<file path="config.mk">
export PLATFORM = sky130hd
export DESIGN_NAME = rhc_final
export DESIGN_NICKNAME = d
export VERILOG_FILES = /design/src/sv/rhc_pkg.sv /design/src/sv/rhc_final.sv
export SDC_FILE = /design/constraint.sdc
export NUM_CORES = 1
export LEC_CHECK = 0
export BUFFER_PORTS_ARGS = -buffer_cell sky130_fd_sc_hd__clkbuf_2
export CORE_ASPECT_RATIO = 0.9
export CORE_MARGIN = 2
export CORE_UTILIZATION = 39
export DETAILED_ROUTE_END_ITERATION = 8
export MAX_ROUTING_LAYER = met4
export PLACE_DENSITY = 0.92
export SYNTH_ARGS = -nofsm -noshare
export SYNTH_HDL_FRONTEND = slang
export SYNTH_SLANG_ARGS = --single-unit
</file>
<file path="constraint.sdc">
create_clock -name clk -period 4.55 [get_ports clk]
set_input_delay 1.365 -clock clk [delete_from_list [all_inputs] [get_ports clk]]
set_output_delay 1.365 -clock clk [all_outputs]
set_load 0.01 [all_outputs]
</file>
<file path="src/sv/rhc_pkg.sv">
// Shared types, constants and the arctangent table for the RGB to HSI pipeline.
// Used by every module of the block; depends on nothing.
`default_nettype none

package rhc_pkg;

  localparam int FRAC_BITS = 16;
  localparam int DIV_BITS  = 16;
  localparam int NSTEP     = (FRAC_BITS > DIV_BITS) ? FRAC_BITS : DIV_BITS;
  localparam int STEP_W    = $clog2(NSTEP);
  localparam int XW        = FRAC_BITS + 12;
  localparam int REM_W     = 26;
  localparam int YPROD_W   = 41;

  localparam logic [30:0] SQRT3_Q30    = 31'd1859775393;
  localparam logic [31:0] QUARTER_TURN = 32'h4000_0000;
  localparam logic [17:0] THIRD_RECIP  = 18'd174763;
  localparam logic [15:0] GRAY_HUE     = 16'h4000;
  localparam logic [31:0] HUE_ROUND    = 32'h0000_8000;

  // First pipeline stage: channel statistics and raw products
  typedef struct packed {
    logic [9:0]                sum;
    logic [7:0]                mn;
    logic                      gray;
    logic                      bgt;
    logic signed [XW-1:0]      x;
    logic [YPROD_W-1:0]        yprod;
    logic [15:0]               inten;
  } prep_t;

  // State carried through the CORDIC and divider steps
  typedef struct packed {
    logic signed [XW-1:0]      x;
    logic signed [XW-1:0]      y;
    logic [31:0]               ang;
    logic [REM_W-1:0]          rem;
    logic [9:0]                den;
    logic [DIV_BITS-1:0]       q;
    logic [15:0]               inten;
    logic                      gray;
    logic                      bgt;
    logic                      zero;
  } iter_t;

  // round(atan(2^-i) / (2*pi) * 2^32)
  function automatic logic [31:0] atan_turn(input logic [4:0] s);
    logic [31:0] a;
    case (s)
      5'd0:  a = 32'h20000000;
      5'd1:  a = 32'h12E4051E;
      5'd2:  a = 32'h09FB385B;
      5'd3:  a = 32'h051111D4;
      5'd4:  a = 32'h028B0D43;
      5'd5:  a = 32'h0145D7E1;
      5'd6:  a = 32'h00A2F61E;
      5'd7:  a = 32'h00517C55;
      5'd8:  a = 32'h0028BE53;
      5'd9:  a = 32'h00145F2F;
      5'd10: a = 32'h000A2F98;
      5'd11: a = 32'h000517CC;
      5'd12: a = 32'h00028BE6;
      5'd13: a = 32'h000145F3;
      5'd14: a = 32'h0000A2F9;
      5'd15: a = 32'h0000517D;
      5'd16: a = 32'h000028BE;
      5'd17: a = 32'h0000145F;
      5'd18: a = 32'h00000A30;
      5'd19: a = 32'h00000518;
      5'd20: a = 32'h0000028C;
      5'd21: a = 32'h00000146;
      5'd22: a = 32'h000000A3;
      5'd23: a = 32'h00000051;
      5'd24: a = 32'h00000029;
      5'd25: a = 32'h00000014;
      5'd26: a = 32'h0000000A;
      5'd27: a = 32'h00000005;
      5'd28: a = 32'h00000003;
      5'd29: a = 32'h00000001;
      5'd30: a = 32'h00000001;
      default: a = 32'h00000000;
    endcase
    return a;
  endfunction

endpackage

`default_nettype wire

</file>
<file path="src/sv/rhc_final.sv">
// Output stage: hue folding and rounding, saturation from the quotient.
// Depends on rhc_pkg.
`default_nettype none

module rhc_final (
  input  wire logic         clk,
  input  wire logic         load,
  input  wire rhc_pkg::iter_t din,
  output logic [15:0]       hue,
  output logic [15:0]       saturation,
  output logic [15:0]       intensity,
  output logic              achromatic
);

  logic [31:0] angf;
  logic [31:0] hr;
  logic [15:0] hue_next;
  logic [15:0] sat_next;

  // Mirror the angle when blue exceeds green, then round to 16 bits
  always_comb begin
    angf     = din.bgt ? (32'd0 - din.ang) : din.ang;
    hr       = angf + rhc_pkg::HUE_ROUND;
    hue_next = din.gray ? rhc_pkg::GRAY_HUE : hr[31:16];
    sat_next = din.zero ? 16'd0 : (16'hFFFF - 16'(din.q));
  end

  always_ff @(posedge clk) begin
    if (load) begin
      hue        <= hue_next;
      saturation <= sat_next;
      intensity  <= din.inten;
      achromatic <= din.gray;
    end
  end

endmodule

`default_nettype wire

</file>
-- After elaboration in Yosys (flattened, before gate mapping)
Cells that the tools add are included.
- add/sub/neg operators: 3
- mux-type cells: 1
- operators by type and width (cell ; number):
    32-bit by 16-bit adder with 32-bit output (second input constant) ; 1
    32-bit 2-to-1 mux ; 1
    1-bit by 32-bit subtractor with 32-bit output (first input constant) ; 1
    16-bit subtractor (first input constant) ; 1
- flip-flop bits (word level): 49
- input bits: 161
- output and inout port bits: 49
- logic and storage cells: 8

-- Longest topological paths before layout
- depth in word-level cells: 3
- mapped depth: 13
- mapped depth without buffers: 13

-- Least setup slack after synthesis
OpenSTA, ideal clock, no wires.
- path type: input port to flip-flop
- start point: input din[84] in the netlist's numbering
- end point: register hue[15] (data pin)
- library setup time: 0.257 ns
- arrival time: 3.799 ns
- data required time: 4.293 ns
- slack: 0.494 ns
- stages on the path: 13
- buffers on the path: 0
- cells stage by stage: nor4_1 -> nand2_1 -> or3_1 -> nand2_1 -> xnor2_1 -> ha_1 -> nand2_1 -> or4_1 -> o211a_1 -> nor3_1 -> nor2b_1 -> nand3_1 -> nor3b_2
- longest elaborated chain between the ends: 3
- ends and longest elaborated chain (element ; RTL line ; text):
    start, declared ; rhc_final.sv:8 ; input wire rhc_pkg::iter_t din,
    1-bit by 32-bit subtractor with 32-bit output ; rhc_final.sv:22 ; angf = din.bgt ? (32'd0 - din.ang) : din.ang;
    32-bit 2-to-1 mux * ; rhc_final.sv:22 ;
    32-bit by 16-bit adder with 32-bit output * ; rhc_final.sv:23 ; hr = angf + rhc_pkg::HUE_ROUND;
    end signal, assigned ; rhc_final.sv:30 ; hue <= hue_next;
    end, declared ; rhc_final.sv:9 ; output logic [15:0] hue,
Every way passes the cells marked *; elsewhere a longest branch is shown, timed or not.
A chain may end at the register's enable or synchronous reset.

-- Worst setup path in the final report
- start point: input din[76] in the netlist's numbering
- end point: register hue[15] (data pin)
Same word-level chain as after synthesis.

==> impl_metrics.tcl <==
set metrics [dict create \
    cts_setup_buffers 0 \
    dpl-instance-area_sq_um 3140 \
    port-buffer-count 117 \
    rsz0062_at_grt "no" \
    cp_slowest_cell "or3_1" \
    p_per_area_nw_per_um2 315 \
    vias 2075 \
    drtPass1Iterations 4 \
    clockBufferDepth 2 \
    multi_input_area_sq_um 941 \
    postCtsHoldBufs 0 \
    seq_area_sq_um 1470 \
    post_drt_wl_per_cell_um 14.2 \
    end_kind "register" \
    grt_antenna_before_repair 0 \
    core_area_sq_um 6150 \
    setup_ws_ns 0.440 \
    start_kind "input port" \
    worst_slew_pin_slew_ns 1.17 \
    synthArstFlopShare_pct 0 \
    grt_pass1_vias 2124 \
    busiest_layer "met2" \
    avgViaCountPerCell 4.96 \
    hold_viol 0 \
    io_pins 210 \
    initial_core_util_pct 40.4 \
    synth_nets 377 \
    slew_violations 0 \
    grt-ovfl-total 0 \
    globalRouteMet3Util_pct 5.38 \
    path_class "in -> reg" \
    routed_wl_um 5930 \
    final_nets 492 \
    ir_worst_vdd_mv 0.133 \
    synth_edf_count 49 \
    synthFlopType "edfxtp_1" \
    drive_above_1_share_pct 41.4 \
    synth_top_area_share_pct 59.2 \
    synth_area_sq_um 2490 \
    drt_iter0_markers 92 \
    final_antenna_net_count 0 \
    synth.area.top_cells "edfxtp_1 59%, nor2_1 5.4%, xnor2_1 5.3%" \
    die_h_um 79.7 \
    clkSlewWorstSetupHoldPaths_ns 0.08 \
    slew_headroom_pct 22.3 \
    dp_hpwl_um 4760 \
    crit_family "simple AND/OR/NAND/NOR gates" \
    min_period_over_period_pct 90.3 \
    track_usage_pct 17.1 \
    required_ns 4.59 \
    synthToLayoutAreaGrowth_pct 30.7 \
    drc_errors 0 \
    synthCells 215 \
    ys_seq_area_share_pct 59.2 \
    synth_seq_cells 49 \
    grt_first_pass_wirelength_um 9090 \
    yosys_warnings 0 \
    design_area_sq_um 3250 \
    critPathMaxFanout 5 \
    crit_arrival_ns 4.15 \
    cp_slowest_stage_delay_ns 0.41 \
    status "completed" \
    p_leak_uw 0.00132 \
    cpMostUsedCell "nand2_1" \
    clock_sinks 49 \
    crit_buf_inv 1 \
    fillCellCount 534 \
    cts_tree "built" \
    grt_util_met2_pct 30.1 \
    synth_largest_area_cell "edfxtp_1" \
    gp_congestion 0.865 \
    clock-root-buffer "clkbuf_8" \
    post-route-min-period_ns 4.11 \
    die_w_um 88.2 \
    hp-class "in -> reg" \
    grt_max_degree 50 \
    use_met1_pct 17.2 \
    cp_cell_sequence "clkbuf_2 -> nor4_1 -> nand2_1 -> or3_1 -> nand2_1 -> xnor2_1 -> ha_1 -> nand2_1 -> or4_1 -> o211a_1 -> nor3_1 -> nor2b_1 -> nand3_1 -> nor3b_2" \
    cts_buffers 5 \
    antenna_cells 0 \
    maxCapViolCount 0 \
    max_freq_mhz 243 \
    h-tree-depth 2 \
    cts-resized-gates 0 \
    setup_viol 0 \
    synthDistinctLibCells 40 \
    dieArea_sq_um 7030 \
    tns_ns 0 \
    post-place-ws_ns 0.176 \
    syn_area_per_cell_sq_um 11.6 \
    core.rowCount 27 \
]
## final timing paths
check                 cells after the start                     end  startpoint  slack (ns)
worst max-delay path                     14   hue[15]$_SDFFCE_PP0P_     din[76]        0.44
worst min-delay path                      1  intensity[4]$_DFFE_PP_      din[7]        1.24
## sequential cells by signal, indices dropped and copies added (netlist names)
register,cells
achromatic,1
hue,16
intensity,16
saturation,16
## cell families (layout without fill, tap and decap cells)
| logic type | count (synthesis) | count (layout) | share of synthesized area (%) |
|---|---|---|---|
| AND/OR/NAND/NOR | 96 | 96 | 20.6 |
| flip-flops | 49 | 49 | 59.2 |
| AO/OA/AOI/OAI | 29 | 29 | 7.95 |
| XOR/XNOR | 25 | 25 | 8.81 |
| buffers and inverters | 15 | 131 | 2.97 |
| adder cells (fa/ha/maj) | 1 | 1 | 0.503 |
## metrics by stage
step / hold slack (ns) / total power, uW / cells / utilization, %
2_1_floorplan: 1.46 / 651 / 215 / -
3_3_place_gp: 1.54 / 736 / 410 / 51.1
3_5_place_dp: 1.54 / 742 / 410 / 51.1
4_1_cts: 1.23 / 1040 / 418 / 52.9
5_1_grt: 1.22 / 1070 / 418 / 52.9
6_report: 1.24 / 1030 / 418 / 52.9
## placed cells by master (no fill, tap or decap), types with 2 or more instances in the layout
master / instances
or2_2: 3
or4_1: 2
nor2_1: 36
buf_4: 3
nand2_1: 17
nand4_1: 3
and3_1: 2
o21ai_0: 6
xnor2_1: 15
nor3_1: 6
a21oi_1: 8
edfxtp_1: 49
o31ai_1: 3
inv_1: 3
nor2b_1: 2
nand3_1: 4
nor4_1: 6
or3_1: 3
a41oi_1: 2
o41ai_1: 3
clkbuf_2: 117
nor4_4: 2
clkbuf_8: 5
nand2b_1: 3
xor2_1: 10
## area by class of cell
cell class	count	share of cell area (%)
clock inverters	3	1.27
repair buffers	120	18.7
multi-input cells	151	28.9
clock buffers	5	2.12
well taps	87	3.35
inverters	3	0.346
flip-flops and latches	49	45.3
## cells in the mapped netlist (2+ instances only)
master and number:
nor4_4 2, o21ai_0 6, edfxtp_1 49, or2_2 3
nor2b_1 2, nand2b_1 3, and3_1 2, nor2_1 36
nand4_1 3, nand3_1 4, nand2_1 17, nor4_1 6
a21oi_1 8, buf_6 2, xnor2_1 15, a41oi_1 2
o41ai_1 3, clkbuf_1 8, o31ai_1 3, inv_1 3
buf_2 2, xor2_1 10, nor3_1 6, or4_1 2
or3_1 3
## power by group
| part | switching (uW) | leakage [uW] | internal, uW |
|---|---|---|---|
| Sequential | 10.9 | 0.000475 | 541 |
| Clock | 134 | 0.0000518 | 162 |
| Combinational | 102 | 0.000794 | 75.5 |
## per-layer routing
metal	share of wire [%]	vias to the layer above
met5	0	-
met4	2.4	0
met3	11	9
met2	49	100
met1	38	950
li1	-	1016
Note: power is estimated with default switching activity, not from simulation.
