[src/sv/rhc_pkg.sv]
// Shared types, constants and the arctangent table for the RGB to HSI pipeline.
// Used by every module of the block; depends on nothing.
`default_nettype none

package rhc_pkg;

  localparam int FRAC_BITS = 16;
  localparam int DIV_BITS  = 16;
  localparam int NSTEP     = (FRAC_BITS > DIV_BITS) ? FRAC_BITS : DIV_BITS;
  localparam int STEP_W    = $clog2(NSTEP);
  localparam int XW        = FRAC_BITS + 12;
  localparam int REM_W     = 26;
  localparam int YPROD_W   = 41;

  localparam logic [30:0] SQRT3_Q30    = 31'd1859775393;
  localparam logic [31:0] QUARTER_TURN = 32'h4000_0000;
  localparam logic [17:0] THIRD_RECIP  = 18'd174763;
  localparam logic [15:0] GRAY_HUE     = 16'h4000;
  localparam logic [31:0] HUE_ROUND    = 32'h0000_8000;

  // First pipeline stage: channel statistics and raw products
  typedef struct packed {
    logic [9:0]                sum;
    logic [7:0]                mn;
    logic                      gray;
    logic                      bgt;
    logic signed [XW-1:0]      x;
    logic [YPROD_W-1:0]        yprod;
    logic [15:0]               inten;
  } prep_t;

  // State carried through the CORDIC and divider steps
  typedef struct packed {
    logic signed [XW-1:0]      x;
    logic signed [XW-1:0]      y;
    logic [31:0]               ang;
    logic [REM_W-1:0]          rem;
    logic [9:0]                den;
    logic [DIV_BITS-1:0]       q;
    logic [15:0]               inten;
    logic                      gray;
    logic                      bgt;
    logic                      zero;
  } iter_t;

  // round(atan(2^-i) / (2*pi) * 2^32)
  function automatic logic [31:0] atan_turn(input logic [4:0] s);
    logic [31:0] a;
    case (s)
      5'd0:  a = 32'h20000000;
      5'd1:  a = 32'h12E4051E;
      5'd2:  a = 32'h09FB385B;
      5'd3:  a = 32'h051111D4;
      5'd4:  a = 32'h028B0D43;
      5'd5:  a = 32'h0145D7E1;
      5'd6:  a = 32'h00A2F61E;
      5'd7:  a = 32'h00517C55;
      5'd8:  a = 32'h0028BE53;
      5'd9:  a = 32'h00145F2F;
      5'd10: a = 32'h000A2F98;
      5'd11: a = 32'h000517CC;
      5'd12: a = 32'h00028BE6;
      5'd13: a = 32'h000145F3;
      5'd14: a = 32'h0000A2F9;
      5'd15: a = 32'h0000517D;
      5'd16: a = 32'h000028BE;
      5'd17: a = 32'h0000145F;
      5'd18: a = 32'h00000A30;
      5'd19: a = 32'h00000518;
      5'd20: a = 32'h0000028C;
      5'd21: a = 32'h00000146;
      5'd22: a = 32'h000000A3;
      5'd23: a = 32'h00000051;
      5'd24: a = 32'h00000029;
      5'd25: a = 32'h00000014;
      5'd26: a = 32'h0000000A;
      5'd27: a = 32'h00000005;
      5'd28: a = 32'h00000003;
      5'd29: a = 32'h00000001;
      5'd30: a = 32'h00000001;
      default: a = 32'h00000000;
    endcase
    return a;
  endfunction

endpackage

`default_nettype wire

[src/sv/rhc_prep.sv]
// Two front stages: channel sums, minimum, vector products, then pre-rotation
// and divider setup. Depends on rhc_pkg.
`default_nettype none

module rhc_prep (
  input  wire logic               clk,
  input  wire logic               load_a,
  input  wire logic               load_b,
  input  wire logic [7:0]         red,
  input  wire logic [7:0]         green,
  input  wire logic [7:0]         blue,
  output rhc_pkg::iter_t          dout
);

  rhc_pkg::prep_t     a_next, a;
  rhc_pkg::iter_t     b_next;
  logic signed [10:0] xd;
  logic [7:0]         dgb;
  logic [17:0]        sum257;
  logic [35:0]        iprod;
  logic [rhc_pkg::YPROD_W-1:0] yround;
  logic signed [rhc_pkg::XW-1:0] yp;
  logic [9:0]         mn3;

  // Stage A: sums, minimum, x component and the two products
  always_comb begin
    a_next.sum  = 10'(red) + 10'(green) + 10'(blue);
    a_next.mn   = (red < green) ? red : green;
    if (a_next.mn > blue) begin
      a_next.mn = blue;
    end
    a_next.gray = (red == green) && (green == blue);
    a_next.bgt  = blue > green;
    xd = $signed({2'b00, red, 1'b0}) - $signed({3'b000, green}) - $signed({3'b000, blue});
    a_next.x = {xd[10], xd, {rhc_pkg::FRAC_BITS{1'b0}}};
    dgb = a_next.bgt ? (blue - green) : (green - blue);
    a_next.yprod = rhc_pkg::YPROD_W'(dgb) * rhc_pkg::YPROD_W'(rhc_pkg::SQRT3_Q30);
    sum257 = {a_next.sum, 8'b0} + 18'(a_next.sum);
    iprod  = 36'(sum257) * 36'(rhc_pkg::THIRD_RECIP);
    a_next.inten = iprod[34:19];
  end

  always_ff @(posedge clk) begin
    if (load_a) begin
      a <= a_next;
    end
  end

  // Stage B: round y, fold the left half plane, set up the divider
  always_comb begin
    yround = a.yprod + (rhc_pkg::YPROD_W'(1) << (29 - rhc_pkg::FRAC_BITS));
    yp     = rhc_pkg::XW'(yround >> (30 - rhc_pkg::FRAC_BITS));
    if (a.x[rhc_pkg::XW-1]) begin
      b_next.x   = yp;
      b_next.y   = -a.x;
      b_next.ang = rhc_pkg::QUARTER_TURN;
    end else begin
      b_next.x   = a.x;
      b_next.y   = yp;
      b_next.ang = '0;
    end
    mn3 = 10'(a.mn) + 10'({a.mn, 1'b0});
    b_next.rem   = {mn3, 16'b0} - rhc_pkg::REM_W'(mn3);
    b_next.den   = a.sum;
    b_next.q     = '0;
    b_next.inten = a.inten;
    b_next.gray  = a.gray;
    b_next.bgt   = a.bgt;
    b_next.zero  = (a.sum == 10'd0);
  end

  always_ff @(posedge clk) begin
    if (load_b) begin
      dout <= b_next;
    end
  end

endmodule

`default_nettype wire

[config.mk]
export PLATFORM = sky130hd
export DESIGN_NAME = rhc_prep
export DESIGN_NICKNAME = d
export VERILOG_FILES = /design/src/sv/rhc_pkg.sv /design/src/sv/rhc_prep.sv
export SDC_FILE = /design/constraint.sdc
export NUM_CORES = 1
export LEC_CHECK = 0
export BUFFER_PORTS_ARGS = -buffer_cell sky130_fd_sc_hd__buf_2
export CORE_ASPECT_RATIO = 0.9
export CORE_MARGIN = 5
export CORE_UTILIZATION = 60
export DETAILED_ROUTE_END_ITERATION = 10
export PLACE_DENSITY = 0.85
export SYNTH_ARGS = -nofsm -noshare
export SYNTH_HDL_FRONTEND = slang
export SYNTH_SLANG_ARGS = --single-unit
[constraint.sdc]
create_clock -name clk -period 12.35 [get_ports clk]
set_clock_uncertainty 0.2 [all_clocks]
set_input_delay 1.235 -clock clk [delete_from_list [all_inputs] [get_ports clk]]
set_output_delay 1.235 -clock clk [all_outputs]
set_load 0.01 [all_outputs]
### Word-level counts from Yosys, hierarchy flattened

Index checks and enable logic that the tools add are counted.

* register bits: 229
* bits in latches: 0
* memory bits (writable): 0
* bits in read-only memories: 0
* output and inout bits: 159
* word-level logic and storage cells: 42
* memories kept: 0

* add/subtract/negate cells: 11
* $mul: 2
* div/mod/pow operators: 0
* magnitude comparators: 3
* equal/unequal tests: 2
* shift-type cells: 0
* mux-type cells: 4
* bitwise logic cells: 0
* reduce and logical (&&, ||, !) cells: 2

Operator list (count)
* 2-to-1 mux 87 bit: 1
* adder 39 x 14 -> 40 bit (second input constant): 1
* multiplier 8 x 31 -> 39 bit (second input constant): 1
* multiplier 18 x 18 -> 35 bit (second input constant): 1
* negation 27 -> 28 bit: 1
* subtractor 26 x 10 -> 26 bit: 1
* 2-to-1 mux 8 bit: 3
* adder 18 x 10 -> 18 bit: 1
* == test 8 bit: 2
* greater-than comparator 8 bit: 2
* subtractor 8 bit: 2
* subtractor 10 x 9 -> 11 bit: 1
* adder 8 x 9 -> 10 bit: 1
* adder 9 x 8 -> 10 bit: 1
* zero test 10 bit: 1
* subtractor 9 x 8 -> 10 bit: 1
* adder 8 x 8 -> 9 bit: 1
* < comparator 8 bit: 1
* logical AND 1 bit: 1

### Longest topological paths before layout

* depth after elaboration: 4
* depth in mapped cells: 37

### Least setup slack after synthesis

No wires, ideal clock.

* kind: in2reg
* from: input green[1]
* to: register a[15] (netlist name), data pin
* setup time: 0.260 ns
* arrival: 9.095 ns
* data required time: 11.890 ns
* slack: 2.796 ns
* stages on the path: 34
* path buffers: 0
* path through: inv_1 fa_1 inv_1 ha_1 fa_1 a21o_1 a21oi_1 nor2b_1 o211a_2 xor2_1 ha_1 a21oi_1 nor2b_1 nand3_1 xnor2_1 ha_1 ha_1 fa_1 fa_1 fa_1 inv_1 fa_1 inv_1 ha_1 a21o_1 a21oi_1 nand2b_1 a2111oi_0 nor2_1 a21oi_1 a31oi_1 a41o_1 a21oi_1 xnor2_1

RTL lines
* from (decl): line rhc_prep.sv:10 `input wire logic [7:0] green,`
* to (signal assigned): line rhc_prep.sv:45 `a <= a_next;`
* to (decl): line rhc_prep.sv:15 `rhc_pkg::prep_t a_next, a;`

==> reports/metrics.yaml <==
clock_tree:
  htreeDepth: 4
  clock_latency_ns: 0.44
  clock-root-buffer: "clkbuf_16"
  clk_path_buf_depth: 2
  cts_resized: 0
  cts_inserted_buffers: 17
  tritoncts: "done"
  cts.sinks: 183
  cts_setup_buffers: 0
  cts_hold_buf: 0
  clk_pin_slew_ns: 0.08
finish:
  regArea_mm2: 0.00550
  area_growth_pct: 8.72
  nets: 2368
  fillers: 2357
  layout_commonest_cell: "inv_1"
  drive_gt1_frac: 0.113
  multi_input_area_mm2: 0.0118
  diodes: 0
  final_cell_mix: "inv_1 (345), ha_1 (290), fa_1 (192), edfxtp_1 (183), buf_2 (134)"
yosys:
  synth_edf_count: 183
  synthSimpleGateAreaFrac: 0.0735
  synth_mux_area_frac: 0.0126
  syn_area_mm2: 0.0189
  yosys.area_share.adder: 0.397
  async_flop_share: 0
  ys_ff_latch: 183
  ys_seq_area_frac: 0.291
  ys.flop_type: "edfxtp_1"
  syn_avg_cell_area_um2: 11.0
  ys_types: 70
  synth_cells: 1709
  synth_warnings: 0
  synth_top_family_by_area: "adder cells"
  synth_xor_area_frac: 0.0613
  synth-compound-area-share: 0.0729
flow_run:
  maxCapViolations: 0
floorplanning:
  boundaryPins: 186
  die_area_mm2: 0.0351
  initial_core_util: 0.609
  row_count: 61
  fp.dieH_um: 178
  core_area_mm2: 0.0310
  die_w_um: 197
worst_setup_path:
  start_kind: "primary input"
  setup.worst_path.class: "primary input to register"
  cpPeakStageDelay_ns: 0.77
  cp.depth: 35
  cp_slowest_cell: "xnor2_1"
  rr_worst_depth: 12
  crit_arrival_ns: 10.48
  critical_path_buf_inv_count: 5
  cp-end-kind: "register"
  cp_max_fo: 6
  worstReg2RegStart: "a[87]"
  cp.required_ns: 12.34
  path_delay_family: "adder cells"
  path_common_cell: "fa_1"
  critPathLaunch: "green[1]"
timing:
  period_share: 0.849
  maxSlewViolCount: 0
  slew_headroom: 0.305
  fmax_mhz: 95.3
  hold_viol: 0
  whs_ns: 0.216
  rsz0062_at_grt: "no"
  min_period_ns: 10.49
  setup-tns-final_ns: 0
  finalSetupViolations: 0
  worst_pin_slew_ns: 1.04
detailed_routing:
  routed_wl_mm: 42.8
  vias_per_cell: 5.48
  drtPass1Iterations: 5
  vias: 12500
  wl_per_cell_um: 18.7
  drc: 0
  dr.first_iter.drc_count: 1078
  ant_nets: 0
global_routing:
  antenna_found_initial: 3
  grt_first_pass_wirelength_mm: 69.0
  grt_max_degree: 74
  grt.total_usage: 0.251
  grt_pass1_vias: 12900
  grt_overflow: 0
hold_path:
  hp-class: "register to register"
  hold_depth: 0
  min_from: "a[6]"
place:
  portBuffers: 136
  detailed_place_hpwl_mm: 35.4
  gp_congestion: 0.968
status:
  status: "completed"
[sequential cells by signal, summed over array words and instances (netlist names)]
register  flops
a            73
dout        110
[worst register-to-register path, stage by stage (launching register included)]
cell and delay (ns):
edfxtp_1 0.62, ha_1 0.34, fa_1 0.40, a21o_1 0.17, a21oi_1 0.21, xnor2_1 0.21, nor2_1 0.14, nand2_1 0.09
nor4_2 0.28, nand2_1 0.17, or3b_1 0.47, nand3_1 0.19, o22ai_1 0.12
[cells by family (layout without fill, tap and decap cells)]
logic type	count (synthesis)	in the layout
adders and majority gates	483	483
xor gates and xnor gates	132	132
buffers and inverters	409	523
DFF	183	183
and+or+nand+nor	271	271
muxes	22	22
AOI/OAI and AO/OA	208	208
other	1	50
[Yosys cell counts (4+ instances only)]
| master | number | share of area |
|---|---|---|
| nand3_1 | 27 | 0.0072 |
| or4_1 | 4 | 0.0016 |
| nor2_1 | 78 | 0.016 |
| nor2b_1 | 36 | 0.012 |
| o21ai_0 | 32 | 0.0085 |
| fa_1 | 192 | 0.20 |
| o21bai_1 | 8 | 0.0032 |
| a211oi_1 | 8 | 0.0032 |
| clkbuf_1 | 11 | 0.0022 |
| inv_1 | 345 | 0.069 |
| xor2_1 | 57 | 0.026 |
| o21a_1 | 15 | 0.0060 |
| o21ai_1 | 9 | 0.0024 |
| mux2i_1 | 8 | 0.0042 |
| edfxtp_1 | 183 | 0.29 |
| nand2b_1 | 13 | 0.0043 |
| or3b_2 | 4 | 0.0019 |
| nor4_1 | 4 | 0.0013 |
| nor3_1 | 14 | 0.0037 |
| nand2_1 | 45 | 0.0090 |
| ha_1 | 290 | 0.19 |
| mux2_2 | 14 | 0.0084 |
| a21oi_1 | 62 | 0.016 |
| a21o_1 | 34 | 0.014 |
| and2_1 | 5 | 0.0017 |
| a31oi_1 | 5 | 0.0017 |
| o31ai_1 | 4 | 0.0016 |
| nand4_1 | 8 | 0.0027 |
| buf_4 | 49 | 0.020 |
| xnor2_1 | 75 | 0.035 |
| and3_1 | 14 | 0.0046 |
[area by class of cell]
type / instances / area share
multi-input combinational: 1166 / 0.577
sequential: 183 / 0.268
inverter: 347 / 0.0635
timing repair buffer: 144 / 0.0364
tap: 409 / 0.0250
clock buffer: 17 / 0.0208
clock inverter: 15 / 0.00952
[metal layers]
metal	part of all wire	routed length [µm]	track usage	vias to the layer above
li1	-	-	-	5875
met1	0.46	19800	0.378	6089
met2	0.44	18800	0.386	488
met3	0.085	3630	0.0534	43
met4	0.011	465	0.0416	4
met5	0.00063	27	0	-
[through the flow]
stage,area (µm²),util,cells,setup WS [ns]
2_1_floorplan,19000,-,1758,2.80
3_3_place_gp,19900,0.642,2249,1.86
3_5_place_dp,19900,0.642,2249,1.55
4_1_cts,20500,0.662,2281,1.99
5_1_grt,20500,0.662,2281,1.24
6_report,20500,0.662,2281,1.86
[final timing paths]
check	slack, ns	to
setup / recovery	1.86	a[15]
hold / removal	0.22	dout[9]
setup reg to reg	8.48	dout[68]
hold reg to reg	0.22	dout[9]
Power is left out: the tool's default activity adds up to more than one toggle a clock period on the data nets, which glitch-free logic cannot reach.
